`config.mk`:
```
export PLATFORM = sky130hd
export DESIGN_NAME = stepper_step_dir_pulser_flat
export DESIGN_NICKNAME = d
export VERILOG_FILES = /design/src/rtl/sdp_pkg.sv /design/src/rtl/sdp_cmd_if.sv /design/src/rtl/sdp_res_if.sv /design/src/rtl/stepper_step_dir_pulser.sv /design/src/rtl/sdp_core.sv /design/src/flat_wrapper.sv
export SDC_FILE = /design/constraint.sdc
export NUM_CORES = 1
export LEC_CHECK = 0
export BUFFER_PORTS_ARGS = -buffer_cell sky130_fd_sc_hd__buf_2
export CAP_MARGIN = 30
export CORE_ASPECT_RATIO = 0.6
export CORE_MARGIN = 5
export CORE_UTILIZATION = 35
export CTS_BUF_LIST = sky130_fd_sc_hd__clkbuf_2
export CTS_CLUSTER_DIAMETER = 30
export DETAILED_ROUTE_END_ITERATION = 10
export GPL_TIMING_DRIVEN = 0
export PLACE_DENSITY = 0.53
export SETUP_SLACK_MARGIN = 0.4
export SYNTH_ARGS = -nofsm -noshare
export SYNTH_HDL_FRONTEND = slang
export SYNTH_SLANG_ARGS = --single-unit
```
`constraint.sdc`:
```
create_clock -name clk -period 4.1 [get_ports clk]
set_input_delay 0.205 -clock clk [delete_from_list [all_inputs] [get_ports clk]]
set_output_delay 0.205 -clock clk [all_outputs]
set_load 0.02 [all_outputs]
```
`src/rtl/sdp_pkg.sv`:
```
// Shared types, codes and helpers of the step/direction pulse generator.
package sdp_pkg;

  localparam int unsigned OPCODE_W  = 3;
  localparam int unsigned STEPS_W   = 16;
  localparam int unsigned MODE_W    = 2;
  localparam int unsigned DIR_W     = 2;
  localparam int unsigned TIME_W    = 16;
  localparam int unsigned TRAVEL_W  = 32;
  localparam int unsigned CFG_IDX_W = 1;

  localparam logic [TIME_W-1:0] ELAPSED_MAX    = 16'hFFFF;
  localparam logic [TIME_W-1:0] TIME_RESET_VAL = 16'd1000;

  typedef enum logic [OPCODE_W-1:0] {
    OP_TICK         = 3'd0,
    OP_LOAD         = 3'd1,
    OP_ADD          = 3'd2,
    OP_SET_MODE_DIR = 3'd3,
    OP_SET_MODE     = 3'd4,
    OP_SET_DIR      = 3'd5
  } opcode_t;

  localparam logic [MODE_W-1:0] MODE_OFF  = 2'd0;
  localparam logic [MODE_W-1:0] MODE_CONT = 2'd1;
  localparam logic [MODE_W-1:0] MODE_BUF  = 2'd2;
  localparam logic [MODE_W-1:0] MODE_BAD  = 2'd3;

  localparam logic [DIR_W-1:0] DIR_IDLE = 2'd2;
  localparam logic [DIR_W-1:0] DIR_BAD  = 2'd3;

  localparam logic [CFG_IDX_W-1:0] CFG_LOW_TIME  = 1'b0;
  localparam logic [CFG_IDX_W-1:0] CFG_HIGH_TIME = 1'b1;

  typedef struct packed {
    logic [OPCODE_W-1:0] opcode;
    logic [STEPS_W-1:0]  steps;
    logic [MODE_W-1:0]   run_mode;
    logic [DIR_W-1:0]    direction;
    logic                with_direction;
  } cmd_t;

  typedef struct packed {
    logic                step_out;
    logic                dir_out;
    logic [MODE_W-1:0]   mode_now;
    logic [STEPS_W-1:0]  remaining_count;
    logic [STEPS_W-1:0]  scheduled_count;
    logic [TRAVEL_W-1:0] traveled_count;
  } result_t;

  // Map the unused mode code to off.
  function automatic logic [MODE_W-1:0] clean_mode(input logic [MODE_W-1:0] m);
    clean_mode = (m == MODE_BAD) ? MODE_OFF : m;
  endfunction

  // Map the unused direction code to idle.
  function automatic logic [DIR_W-1:0] clean_dir(input logic [DIR_W-1:0] d);
    clean_dir = (d == DIR_BAD) ? DIR_IDLE : d;
  endfunction

endpackage

```
`src/rtl/sdp_cmd_if.sv`:
```
// Command/tick channel: valid, ready and one input item.
interface sdp_cmd_if;
  import sdp_pkg::*;

  logic                valid;
  logic                ready;
  logic [OPCODE_W-1:0] opcode;
  logic [STEPS_W-1:0]  steps;
  logic [MODE_W-1:0]   run_mode;
  logic [DIR_W-1:0]    direction;
  logic                with_direction;

  modport source (output valid, opcode, steps, run_mode, direction, with_direction,
                  input ready);
  modport sink (input valid, opcode, steps, run_mode, direction, with_direction,
                output ready);
endinterface

```
`src/rtl/sdp_res_if.sv`:
```
// Result channel: valid, ready and one result item.
interface sdp_res_if;
  import sdp_pkg::*;

  logic                valid;
  logic                ready;
  logic                step_out;
  logic                dir_out;
  logic [MODE_W-1:0]   mode_now;
  logic [STEPS_W-1:0]  remaining_count;
  logic [STEPS_W-1:0]  scheduled_count;
  logic [TRAVEL_W-1:0] traveled_count;

  modport source (output valid, step_out, dir_out, mode_now, remaining_count,
                  scheduled_count, traveled_count, input ready);
  modport sink (input valid, step_out, dir_out, mode_now, remaining_count,
                scheduled_count, traveled_count, output ready);
endinterface

```
`src/rtl/stepper_step_dir_pulser.sv`:
```
// Top level of the step/direction pulse generator: input and result registers around the core.
//
// Usage:
//   cmd    - input channel; each item is a one-microsecond tick (opcode tick) or a
//            command that loads or adds a step budget, or sets mode and/or direction.
//            An item is taken on a clock edge with valid and ready both high.
//   result - output channel; exactly one item per input item, showing the pin levels,
//            mode and counters after that item, in input order.
//   cfg_*  - write port for low_time (index 0) and high_time (index 1); write only
//            while no item is in flight.
// Flow: an item is captured in the input register; when it advances, the core
//   updates its state and the result register loads at the same edge, and the
//   result is offered from the result register until it is taken.
// Throughput: one item per cycle while results are taken; the state update is a single
//   pass through the core and each tick depends only on the state left by the item before it.
// Reset: rst (synchronous, active high) empties both registers, sets the mode to
//   off, the direction to idle, all counters to zero and both times to 1000 ticks.
// Stall: while a result waits, one more item is held in the input register; ready
//   drops only when both are full, so no item is lost or repeated.
module stepper_step_dir_pulser #(
  parameter int unsigned COUNT_BITS = 16
) (
  input  logic                          clk,
  input  logic                          rst,
  sdp_cmd_if.sink                       cmd,
  sdp_res_if.source                     result,
  input  logic                          cfg_we,
  input  logic [sdp_pkg::CFG_IDX_W-1:0] cfg_index,
  input  logic [sdp_pkg::TIME_W-1:0]    cfg_data
);
  import sdp_pkg::*;

  logic    in_valid;
  cmd_t    in_item;
  logic    out_valid;
  result_t out_item;
  result_t result_next;
  logic    advance;
  logic    take;
  cmd_t    cmd_item;

  assign cmd_item.opcode         = cmd.opcode;
  assign cmd_item.steps          = cmd.steps;
  assign cmd_item.run_mode       = cmd.run_mode;
  assign cmd_item.direction      = cmd.direction;
  assign cmd_item.with_direction = cmd.with_direction;

  // Advance the held item into the core whenever the result register can take it.
  assign advance   = in_valid && (!out_valid || result.ready);
  assign cmd.ready = !in_valid || advance;
  assign take      = cmd.valid && cmd.ready;

  always_ff @(posedge clk) begin
    if (rst) begin
      in_valid <= 1'b0;
    end else if (take) begin
      in_valid <= 1'b1;
    end else if (advance) begin
      in_valid <= 1'b0;
    end
  end

  // Hold the payload until it is advanced.
  always_ff @(posedge clk) begin
    if (take) begin
      in_item <= cmd_item;
    end
  end

  sdp_core #(
    .COUNT_BITS (COUNT_BITS)
  ) u_core (
    .clk         (clk),
    .rst         (rst),
    .fire        (advance),
    .cmd         (in_item),
    .cfg_we      (cfg_we),
    .cfg_index   (cfg_index),
    .cfg_data    (cfg_data),
    .result_next (result_next)
  );

  always_ff @(posedge clk) begin
    if (rst) begin
      out_valid <= 1'b0;
    end else if (advance) begin
      out_valid <= 1'b1;
    end else if (result.ready) begin
      out_valid <= 1'b0;
    end
  end

  always_ff @(posedge clk) begin
    if (advance) begin
      out_item <= result_next;
    end
  end

  assign result.valid           = out_valid;
  assign result.step_out        = out_item.step_out;
  assign result.dir_out         = out_item.dir_out;
  assign result.mode_now        = out_item.mode_now;
  assign result.remaining_count = out_item.remaining_count;
  assign result.scheduled_count = out_item.scheduled_count;
  assign result.traveled_count  = out_item.traveled_count;

`ifndef SYNTHESIS
  a_ready_when_empty: assert property (@(posedge clk) disable iff (rst)
    !in_valid |-> cmd.ready)
    else $error("input stalled with an empty input register");

  a_advance_fills_result: assert property (@(posedge clk) disable iff (rst)
    advance |=> out_valid)
    else $error("advanced item did not reach the result register");

  a_no_overwrite: assert property (@(posedge clk) disable iff (rst)
    out_valid && !result.ready |-> !advance)
    else $error("pending result overwritten");
`endif

endmodule

```
`src/rtl/sdp_core.sv`:
```
// Pulse generator state, configuration registers and the per-item update.
module sdp_core #(
  parameter int unsigned COUNT_BITS = 16
) (
  input  logic                                clk,
  input  logic                                rst,
  input  logic                                fire,
  input  sdp_pkg::cmd_t                       cmd,
  input  logic                                cfg_we,
  input  logic [sdp_pkg::CFG_IDX_W-1:0]       cfg_index,
  input  logic [sdp_pkg::TIME_W-1:0]          cfg_data,
  output sdp_pkg::result_t                    result_next
);
  import sdp_pkg::*;

  localparam int unsigned SUM_W = ((COUNT_BITS > STEPS_W) ? COUNT_BITS : STEPS_W) + 1;
  localparam logic [SUM_W-1:0] COUNT_MAX = SUM_W'({COUNT_BITS{1'b1}});

  logic [TIME_W-1:0]     low_time;
  logic [TIME_W-1:0]     high_time;
  logic                  step_level;
  logic                  dir_level;
  logic [MODE_W-1:0]     mode_reg;
  logic [DIR_W-1:0]      dir_setting;
  logic [COUNT_BITS-1:0] scheduled_reg;
  logic [COUNT_BITS-1:0] remaining_reg;
  logic [TRAVEL_W-1:0]   traveled_reg;
  logic [TIME_W-1:0]     elapsed_ticks;

  logic                  step_level_next;
  logic                  dir_level_next;
  logic [MODE_W-1:0]     mode_reg_next;
  logic [DIR_W-1:0]      dir_setting_next;
  logic [COUNT_BITS-1:0] scheduled_reg_next;
  logic [COUNT_BITS-1:0] remaining_reg_next;
  logic [TRAVEL_W-1:0]   traveled_reg_next;
  logic [TIME_W-1:0]     elapsed_ticks_next;

  logic [TIME_W-1:0]     elapsed_inc;
  logic [SUM_W-1:0]      sum_base;
  logic [SUM_W-1:0]      sum;
  logic [COUNT_BITS-1:0] budget_sat;
  logic [SUM_W-1:0]      remaining_wide;
  logic [SUM_W-1:0]      scheduled_wide;

  assign elapsed_inc = (elapsed_ticks < ELAPSED_MAX) ? elapsed_ticks + 1'b1 : elapsed_ticks;

  // Load starts from zero, add from the current budget; clamp at the counter top.
  assign sum_base   = (cmd.opcode == OP_LOAD) ? '0 : SUM_W'(scheduled_reg);
  assign sum        = sum_base + SUM_W'(cmd.steps);
  assign budget_sat = (sum > COUNT_MAX) ? COUNT_MAX[COUNT_BITS-1:0] : sum[COUNT_BITS-1:0];

  always_comb begin
    step_level_next    = step_level;
    dir_level_next     = dir_level;
    mode_reg_next      = mode_reg;
    dir_setting_next   = dir_setting;
    scheduled_reg_next = scheduled_reg;
    remaining_reg_next = remaining_reg;
    traveled_reg_next  = traveled_reg;
    elapsed_ticks_next = elapsed_ticks;
    case (cmd.opcode)
      OP_TICK: begin
        elapsed_ticks_next = elapsed_inc;
        if (dir_setting != DIR_IDLE) begin
          dir_level_next = dir_setting[0];
          if (step_level) begin
            if (elapsed_inc >= high_time) begin
              step_level_next    = 1'b0;
              elapsed_ticks_next = '0;
            end
          end else if (elapsed_inc >= low_time) begin
            if (mode_reg == MODE_CONT) begin
              step_level_next    = 1'b1;
              traveled_reg_next  = traveled_reg + 1'b1;
              elapsed_ticks_next = '0;
            end else if (mode_reg == MODE_BUF) begin
              if (remaining_reg == '0) begin
                mode_reg_next = MODE_OFF;
              end else begin
                step_level_next    = 1'b1;
                traveled_reg_next  = traveled_reg + 1'b1;
                elapsed_ticks_next = '0;
                remaining_reg_next = remaining_reg - 1'b1;
              end
            end
          end
        end
      end
      OP_LOAD, OP_ADD: begin
        scheduled_reg_next = budget_sat;
        remaining_reg_next = budget_sat;
        if (cmd.with_direction) begin
          mode_reg_next    = MODE_BUF;
          dir_setting_next = clean_dir(cmd.direction);
        end
      end
      OP_SET_MODE_DIR: begin
        mode_reg_next      = clean_mode(cmd.run_mode);
        dir_setting_next   = clean_dir(cmd.direction);
        remaining_reg_next = scheduled_reg;
      end
      OP_SET_MODE: begin
        mode_reg_next = clean_mode(cmd.run_mode);
      end
      OP_SET_DIR: begin
        dir_setting_next = clean_dir(cmd.direction);
      end
      default: begin
      end
    endcase
  end

  always_ff @(posedge clk) begin
    if (rst) begin
      step_level    <= 1'b0;
      dir_level     <= 1'b0;
      mode_reg      <= MODE_OFF;
      dir_setting   <= DIR_IDLE;
      scheduled_reg <= '0;
      remaining_reg <= '0;
      traveled_reg  <= '0;
      elapsed_ticks <= '0;
    end else if (fire) begin
      step_level    <= step_level_next;
      dir_level     <= dir_level_next;
      mode_reg      <= mode_reg_next;
      dir_setting   <= dir_setting_next;
      scheduled_reg <= scheduled_reg_next;
      remaining_reg <= remaining_reg_next;
      traveled_reg  <= traveled_reg_next;
      elapsed_ticks <= elapsed_ticks_next;
    end
  end

  always_ff @(posedge clk) begin
    if (rst) begin
      low_time  <= TIME_RESET_VAL;
      high_time <= TIME_RESET_VAL;
    end else if (cfg_we) begin
      case (cfg_index)
        CFG_LOW_TIME:  low_time  <= cfg_data;
        CFG_HIGH_TIME: high_time <= cfg_data;
        default: begin
        end
      endcase
    end
  end

  assign remaining_wide = SUM_W'(remaining_reg_next);
  assign scheduled_wide = SUM_W'(scheduled_reg_next);

  assign result_next.step_out        = step_level_next;
  assign result_next.dir_out         = dir_level_next;
  assign result_next.mode_now        = mode_reg_next;
  assign result_next.remaining_count = remaining_wide[STEPS_W-1:0];
  assign result_next.scheduled_count = scheduled_wide[STEPS_W-1:0];
  assign result_next.traveled_count  = traveled_reg_next;

`ifndef SYNTHESIS
  a_remaining_le_scheduled: assert property (@(posedge clk) disable iff (rst)
    remaining_reg <= scheduled_reg)
    else $error("remaining budget exceeds scheduled budget");

  a_travel_only_on_step: assert property (@(posedge clk) disable iff (rst)
    !$past(rst) && (traveled_reg != $past(traveled_reg)) |-> $rose(step_level))
    else $error("travel count moved without a step edge");

  a_dir_idle_holds_pins: assert property (@(posedge clk) disable iff (rst)
    fire && dir_setting == DIR_IDLE |=> $stable(step_level) && $stable(dir_level))
    else $error("pins changed while direction is idle");
`endif

endmodule

```
`src/flat_wrapper.sv`:
```
// flat-port wrapper written by rule: the top's interface ports become plain ports
module stepper_step_dir_pulser_flat import sdp_pkg::*;
#(
  parameter int unsigned COUNT_BITS = 16
)
  (clk, rst, cfg_we, cfg_index, cfg_data, cmd_valid, cmd_opcode, cmd_steps, cmd_run_mode, cmd_direction, cmd_with_direction, cmd_ready, result_valid, result_step_out, result_dir_out, result_mode_now, result_remaining_count, result_scheduled_count, result_traveled_count, result_ready);
  sdp_cmd_if cmd_i ();
  sdp_res_if result_i ();
  input  logic clk;
  input  logic rst;
  input  logic cfg_we;
  input  logic [sdp_pkg::CFG_IDX_W-1:0] cfg_index;
  input  logic [sdp_pkg::TIME_W-1:0] cfg_data;
  input wire logic [$bits(cmd_i.valid)-1:0] cmd_valid;
  input wire logic [$bits(cmd_i.opcode)-1:0] cmd_opcode;
  input wire logic [$bits(cmd_i.steps)-1:0] cmd_steps;
  input wire logic [$bits(cmd_i.run_mode)-1:0] cmd_run_mode;
  input wire logic [$bits(cmd_i.direction)-1:0] cmd_direction;
  input wire logic [$bits(cmd_i.with_direction)-1:0] cmd_with_direction;
  output wire logic [$bits(cmd_i.ready)-1:0] cmd_ready;
  output wire logic [$bits(result_i.valid)-1:0] result_valid;
  output wire logic [$bits(result_i.step_out)-1:0] result_step_out;
  output wire logic [$bits(result_i.dir_out)-1:0] result_dir_out;
  output wire logic [$bits(result_i.mode_now)-1:0] result_mode_now;
  output wire logic [$bits(result_i.remaining_count)-1:0] result_remaining_count;
  output wire logic [$bits(result_i.scheduled_count)-1:0] result_scheduled_count;
  output wire logic [$bits(result_i.traveled_count)-1:0] result_traveled_count;
  input wire logic [$bits(result_i.ready)-1:0] result_ready;
  assign cmd_i.valid = cmd_valid;
  assign cmd_i.opcode = cmd_opcode;
  assign cmd_i.steps = cmd_steps;
  assign cmd_i.run_mode = cmd_run_mode;
  assign cmd_i.direction = cmd_direction;
  assign cmd_i.with_direction = cmd_with_direction;
  assign cmd_ready = cmd_i.ready;
  assign result_valid = result_i.valid;
  assign result_step_out = result_i.step_out;
  assign result_dir_out = result_i.dir_out;
  assign result_mode_now = result_i.mode_now;
  assign result_remaining_count = result_i.remaining_count;
  assign result_scheduled_count = result_i.scheduled_count;
  assign result_traveled_count = result_i.traveled_count;
  assign result_i.ready = result_ready;
  stepper_step_dir_pulser #(.COUNT_BITS(COUNT_BITS)) u_core (.clk(clk), .rst(rst), .cmd(cmd_i), .result(result_i), .cfg_we(cfg_we), .cfg_index(cfg_index), .cfg_data(cfg_data));
endmodule
```
# == After elaboration in Yosys (flattened, before gate mapping) ==
# Cells that the tools add are included.
# totals
register_bits,212
output_inout_bits,70
wordCells,112
in_bits,46
# classes
n_reduce_logical,18
addsub,4
magnitude_cmp,4
n_bitwise,1
mux,51
n_eq_ne,11
# op_table
cell,count
$mux 16,17
$mux 32,7
$pmux 16 s3,1
$add 32x1->32 const B,1
$ge 16x16->1,2
$mux 2,10
$add 16x16->17,1
$gt 17x16->1 const B,1
$add 16x1->16 const B,1
$logic_not 16->1,1
$lt 16x16->1 const B,1
$sub 16x1->16 const B,1
$mux 1,14
$eq 2x2->1 const B,3
$eq 3x2->1 const B,2
$eq 3x3->1 const B,2
$pmux 2 s3,1
$reduce_and 2->1,3
$reduce_bool 2->1,3
$reduce_or 2->1,3
$pmux 2 s2,1
$eq 3x1->1 const B,1
$logic_not 3->1,1
$reduce_and 3->1,1
other kinds (7),10

# == Longest topological paths before layout ==
# depth
ltp_word,8
depth_mapped,18
ltp_nobuf,16

# == By module ==
# A second synthesis with hierarchy kept.
# hier_totals
cells_unflattened,1279
hier_area_um2,11685.0
# modules_own_cells
module,seq_area_each_um2,n_inst,area_each_um2,cells_per_inst
sdp_core,2362.3,1,8818.5,1177
stepper_step_dir_pulser,2802.7,1,2866.5,102

# == Worst setup path before layout ==
# Ideal clock, no wire load.
# synth_timing
path_type,register -> register
start,register u_core.u_core.elapsed_ticks[4]
end,register u_core.u_core.traveled_reg[25]
required_ps,4030
stages_incl_launch_ff,17
path_buffers,0
setup_ps,70
slack_ps,34
period_less_slack_ps,4066
arrival_ps,3995
cell_sequence,dfxtp_1 and3_1 and3_1 and3_1 and4_1 nand3_1 and3_1 xor2_1 ha_1 o21a_1 o211ai_1 a21oi_1 a21boi_0 nor4_2 nand3_1 or4_1 a21oi_1
# synth_via
elab_chain_len,7
word_cells_on_any_way,8
classes_between,add/sub (1); order compare (2); mux (5)
# synth_rtl
item,line,text
"start, declared",sdp_core.sv:28,logic [TIME_W-1:0] elapsed_ticks;
"start signal, assigned",sdp_core.sv:132,elapsed_ticks <= elapsed_ticks_next;
$add 16x1->16 or $lt 16x16->1 (tied branches),sdp_core.sv:46,assign elapsed_inc = (elapsed_ticks < ELAPSED_MAX) ? elapsed_ticks + 1'b1 : elapsed_ticks;
$mux 16 (*),sdp_core.sv:46,
$ge 16x16->1 (*),sdp_core.sv:72,end else if (elapsed_inc >= low_time) begin
$mux 32 (*),sdp_core.sv:72,
$mux 32 (*),sdp_core.sv:67,if (step_level) begin
$mux 32 (*),sdp_core.sv:65,if (dir_setting != DIR_IDLE) begin
$mux 32 (*),sdp_core.sv:62,case (cmd.opcode)
"end signal, assigned",sdp_core.sv:131,traveled_reg <= traveled_reg_next;
"end, declared",sdp_core.sv:27,logic [TRAVEL_W-1:0] traveled_reg;
# Mark *: on every way between the ends. The rest lies on a longest branch, timed or not.
# A chain may end at the register's enable or synchronous reset.

==> summary.txt <==
Timing
  • RSZ-0062 raised after global routing: yes
  • Period Utilization, post-route: between 90% and 100%
  • Slew headroom: around 30%
  • Max frequency: 247.2 MHz
  • Worst Skew: between 0.07 and 0.08 ns
  • Final worst setup slack: 0.05416 ns
  • Count of final setup violators: 0
  • Hold Slack: between 0.1 and 0.15 ns
  • Final hold violations: 0
  • Fin. max-slew vios: 0
  • Worst slew pin tran: around 1.0 ns
  • Tmin final: 4.046 ns

Synth
  • YS warnings: 0
  • Cell Area, Synth: 11470 um^2
  • Gate Count Post-Synth: 1272
  • Flip-flop and latch count after synthesis: 212
  • Unique cell type count in the Yosys netlist: just under 80
  • Asr flop ratio synth: 0%
  • Ys flop type: dfxtp_1
  • Syn_area_per_cell: 9.017 um^2
  • Post-synth EDFFs: 92
  • Syn Nets: 1371
  • Sequential fraction of the synthesis area: between 40% and 50%

Placed design
  • Post-DP Area: 12710 um^2
  • Post-DP HPWL: 27.53 mm
  • Dpl ws: -1.291 ns
  • GP Congestion: about 0.91
  • # port buffers: about 120

Critical path
  • Critical Path End Type: flip-flop
  • Critical path's slowest cell: dfxtp_4
  • Critical path's top delay family: simple AND/OR/NAND/NOR gates
  • CP most frequent cell: and3_4
  • CP Launch Type: flip-flop
  • Critical path required time: 4.63 ns
  • CP Max Fanout: 5
  • Crit-path cells: and3_4 > and3_4 > and3_4 > and4_4 > nand3_4 > and3_4 > xor2_4 > ha_4 > o21a_1 > o211ai_1 > a21oi_2 > buf_6 > nand3_4 > buf_6 > a211oi_4 > a211oi_2 > a31oi_1 > a32oi_1
  • Buf/Inv on CP: 2
  • R2R setup slack: 0.05 ns
  • Max stage delay on crit path: 0.38 ns
  • WS Path Type: flip-flop to flip-flop
  • Arrival time at the worst endpoint: between 4 and 5 ns

Floorplan
  • Core Rows: between 50 and 60
  • Die span in y: 150.2 um
  • Die W: between 200 and 250 um
  • Starting Density: 35.45%
  • Die area: between 30000 and 40000 um^2
  • Core ar.: ~32000 um^2
  • # IOs: roughly 120

Clocking
  • Max Root-Sink Buffers: 3
  • CTS clk-pin slew, worst paths: 0.11 ns
  • CTS root buf: clkbuf_2
  • Worst-Skew Late Latency: 0.90 ns
  • CTS HTree Levels: 2
  • # clock sinks: 212
  • CTS tree: done
  • TritonCTS buffer count: 53

Route
  • Vias per inst: 5.359
  • Drt wl/cell: 19.07 um
  • Final antenna-violating net count: 0
  • DRC viols: 0
  • DRT Pass-1 Iters: 5
  • Detailed Route WL: 39.55 mm
  • Starting DRT DRC Count: 951
  • Vias post-DR: 11120

Layout
  • Final nets: 1709
  • Commonest cells after routing, fill and taps aside: 132 x nand2_1, 124 x nor2_1, 117 x buf_2, 117 x dfxtp_1, 92 x edfxtp_1
  • Final Cell Area: between 15000 and 20000 um^2
  • Share of cells above drive strength 1: ~30%
  • Layout fillers: 3073
  • Commonest non-fill, non-tap cell in the layout: nand2_1
  • Layout area overhead: 40.25%

Power and ir drop
  • Pwr dens: 294.4 nW/um^2
  • Clock power frac: between 30% and 40%
  • Power Internal: 3.250 mW
  • Maximum vdd drop: 187.7 uV
  • Reg power frac: 49.5%
  • Comb power frac: 17.3%
  • Switch share: 31.38%
  • Psw: between 1 and 1.5 mW
  • Leak: about 6.7 nW

Global route
  • GRT overflow: 0
  • Largest net degree at the start of global routing: 52
  • Vias in the first global route: 10370
  • Initial antenna violation count: 1
  • Overall Global Routing Usage: 20.76%
  • First-pass GRT wire length: between 50 and 60 mm

Run
  • MaxCap Viol Count: 0

Hold path
  • Hold Path Class: input port to flip-flop

Run status
  • Status: completed
path summary, 6_finish.rpt:
path | startpoint | end | cells after the start
min reg2reg | u_core.u_core.low_time[14]$_SDFFE_PP0P_ | u_core.u_core.low_time[14]$_SDFFE_PP0P_ | 2
min | cfg_data[2] | u_core.u_core.high_time[2]$_SDFFE_PP0P_ | 4
max reg2reg | u_core.u_core.elapsed_ticks[4]$_SDFFE_PP0P_ | u_core.result.remaining_count[15]$_DFFE_PP_ | 18
max | u_core.u_core.elapsed_ticks[4]$_SDFFE_PP0P_ | u_core.result.remaining_count[15]$_DFFE_PP_ | 18
synth_stat cells, types with 6 or more instances:
| cell | count | area share, % |
|---|---|---|
| a211o_1 | 10 | 0.76 |
| a211oi_1 | 14 | 0.92 |
| a21o_1 | 18 | 1.2 |
| a21oi_1 | 113 | 4.9 |
| a22o_1 | 16 | 1.2 |
| a31oi_1 | 13 | 0.71 |
| and3_1 | 18 | 0.98 |
| clkbuf_1 | 56 | 1.8 |
| dfxtp_1 | 120 | 21 |
| edfxtp_1 | 92 | 24 |
| ha_1 | 52 | 5.7 |
| inv_1 | 65 | 2.1 |
| mux2i_1 | 7 | 0.61 |
| nand2_1 | 135 | 4.4 |
| nand2b_1 | 13 | 0.71 |
| nand3_1 | 41 | 1.8 |
| nand3b_1 | 6 | 0.39 |
| nand4_1 | 15 | 0.82 |
| nor2_1 | 137 | 4.5 |
| nor2b_1 | 24 | 1.3 |
| nor3_1 | 36 | 1.6 |
| nor4_1 | 13 | 0.71 |
| o211ai_1 | 7 | 0.46 |
| o21a_1 | 6 | 0.39 |
| o21ai_0 | 50 | 2.2 |
| o31ai_1 | 12 | 0.79 |
| or4_1 | 6 | 0.39 |
| xnor2_1 | 43 | 3.3 |
| xor2_1 | 35 | 2.7 |
stage by stage:
stage	setup TNS [ns]	power, mW	instances	utilization [%]
3_3_place_gp	-52.46	3.025	1811	39.08
2_1_floorplan	0	2.794	1272	-
3_5_place_dp	-60.43	3.039	1815	39.29
6_report	0	4.736	2074	49.72
5_1_grt	-0.8478	4.984	2074	49.72
4_1_cts	0	4.736	2033	46.92
final cells by class:
| cell class | instances | area, um^2 | share of cell area (%) |
|---|---|---|---|
| multi-input cells | 931 | 6953 | 43.22 |
| flip-flops and latches | 212 | 5174 | 32.16 |
| repair buffers | 282 | 2272 | 14.12 |
| well taps | 424 | 530.5 | 3.298 |
| clock buffers | 81 | 405.4 | 2.520 |
| plain buffers | 64 | 399.1 | 2.481 |
| inverters | 66 | 247.7 | 1.540 |
| clock inverters | 13 | 102.6 | 0.6378 |
| diodes | 1 | 2.502 | 0.01556 |
tightest hold or removal path, delay by kind of cell:
family                 cells  cell delay (ns)
AO/OA/AOI/OAI              1             0.05
buffers and inverters      2             0.66
AND/OR/NAND/NOR            1             0.05
power by group through the flow:
stage          combinational (mW)  clock (mW)  sequential, mW
2_1_floorplan               0.364           0            2.43
3_3_place_gp                0.631           0            2.39
3_5_place_dp                0.646           0            2.39
4_1_cts                     0.756        1.64            2.34
5_1_grt                     0.883        1.75            2.36
6_report                    0.819        1.57            2.34
cells by family (layout without fill, tap and decap cells):
| group | Yosys count | count (layout) | share of synthesized area [%] |
|---|---|---|---|
| and+or+nand+nor | 472 | 473 | 19.69 |
| AOI/OAI and AO/OA | 315 | 315 | 18.04 |
| DFF | 212 | 212 | 45.03 |
| buffers and inverters | 130 | 506 | 4.342 |
| xor gates and xnor gates | 78 | 78 | 5.956 |
| adders and majority gates | 54 | 54 | 5.934 |
| muxes | 11 | 11 | 1.004 |
| other | 0 | 1 | 0 |
routing by layer:
metal,GRT usage [%],share of wire (%),vias to the layer above
met2,28.03,39,451
met3,5.128,8.9,47
met1,32.99,51,5311
met5,0,0,-
li1,-,-,5306
met4,4.284,1.2,0
timing repair:
action	4_1_cts	5_1_grt
buffers inserted	40	38
pin swaps	58	83
gates cloned	4	1
endpoints found under the setup margin	148	119
hold buffers	80	0
endpoints found under the hold margin	84	0
resized for setup	176	135
(Power assumes the default switching activity.)
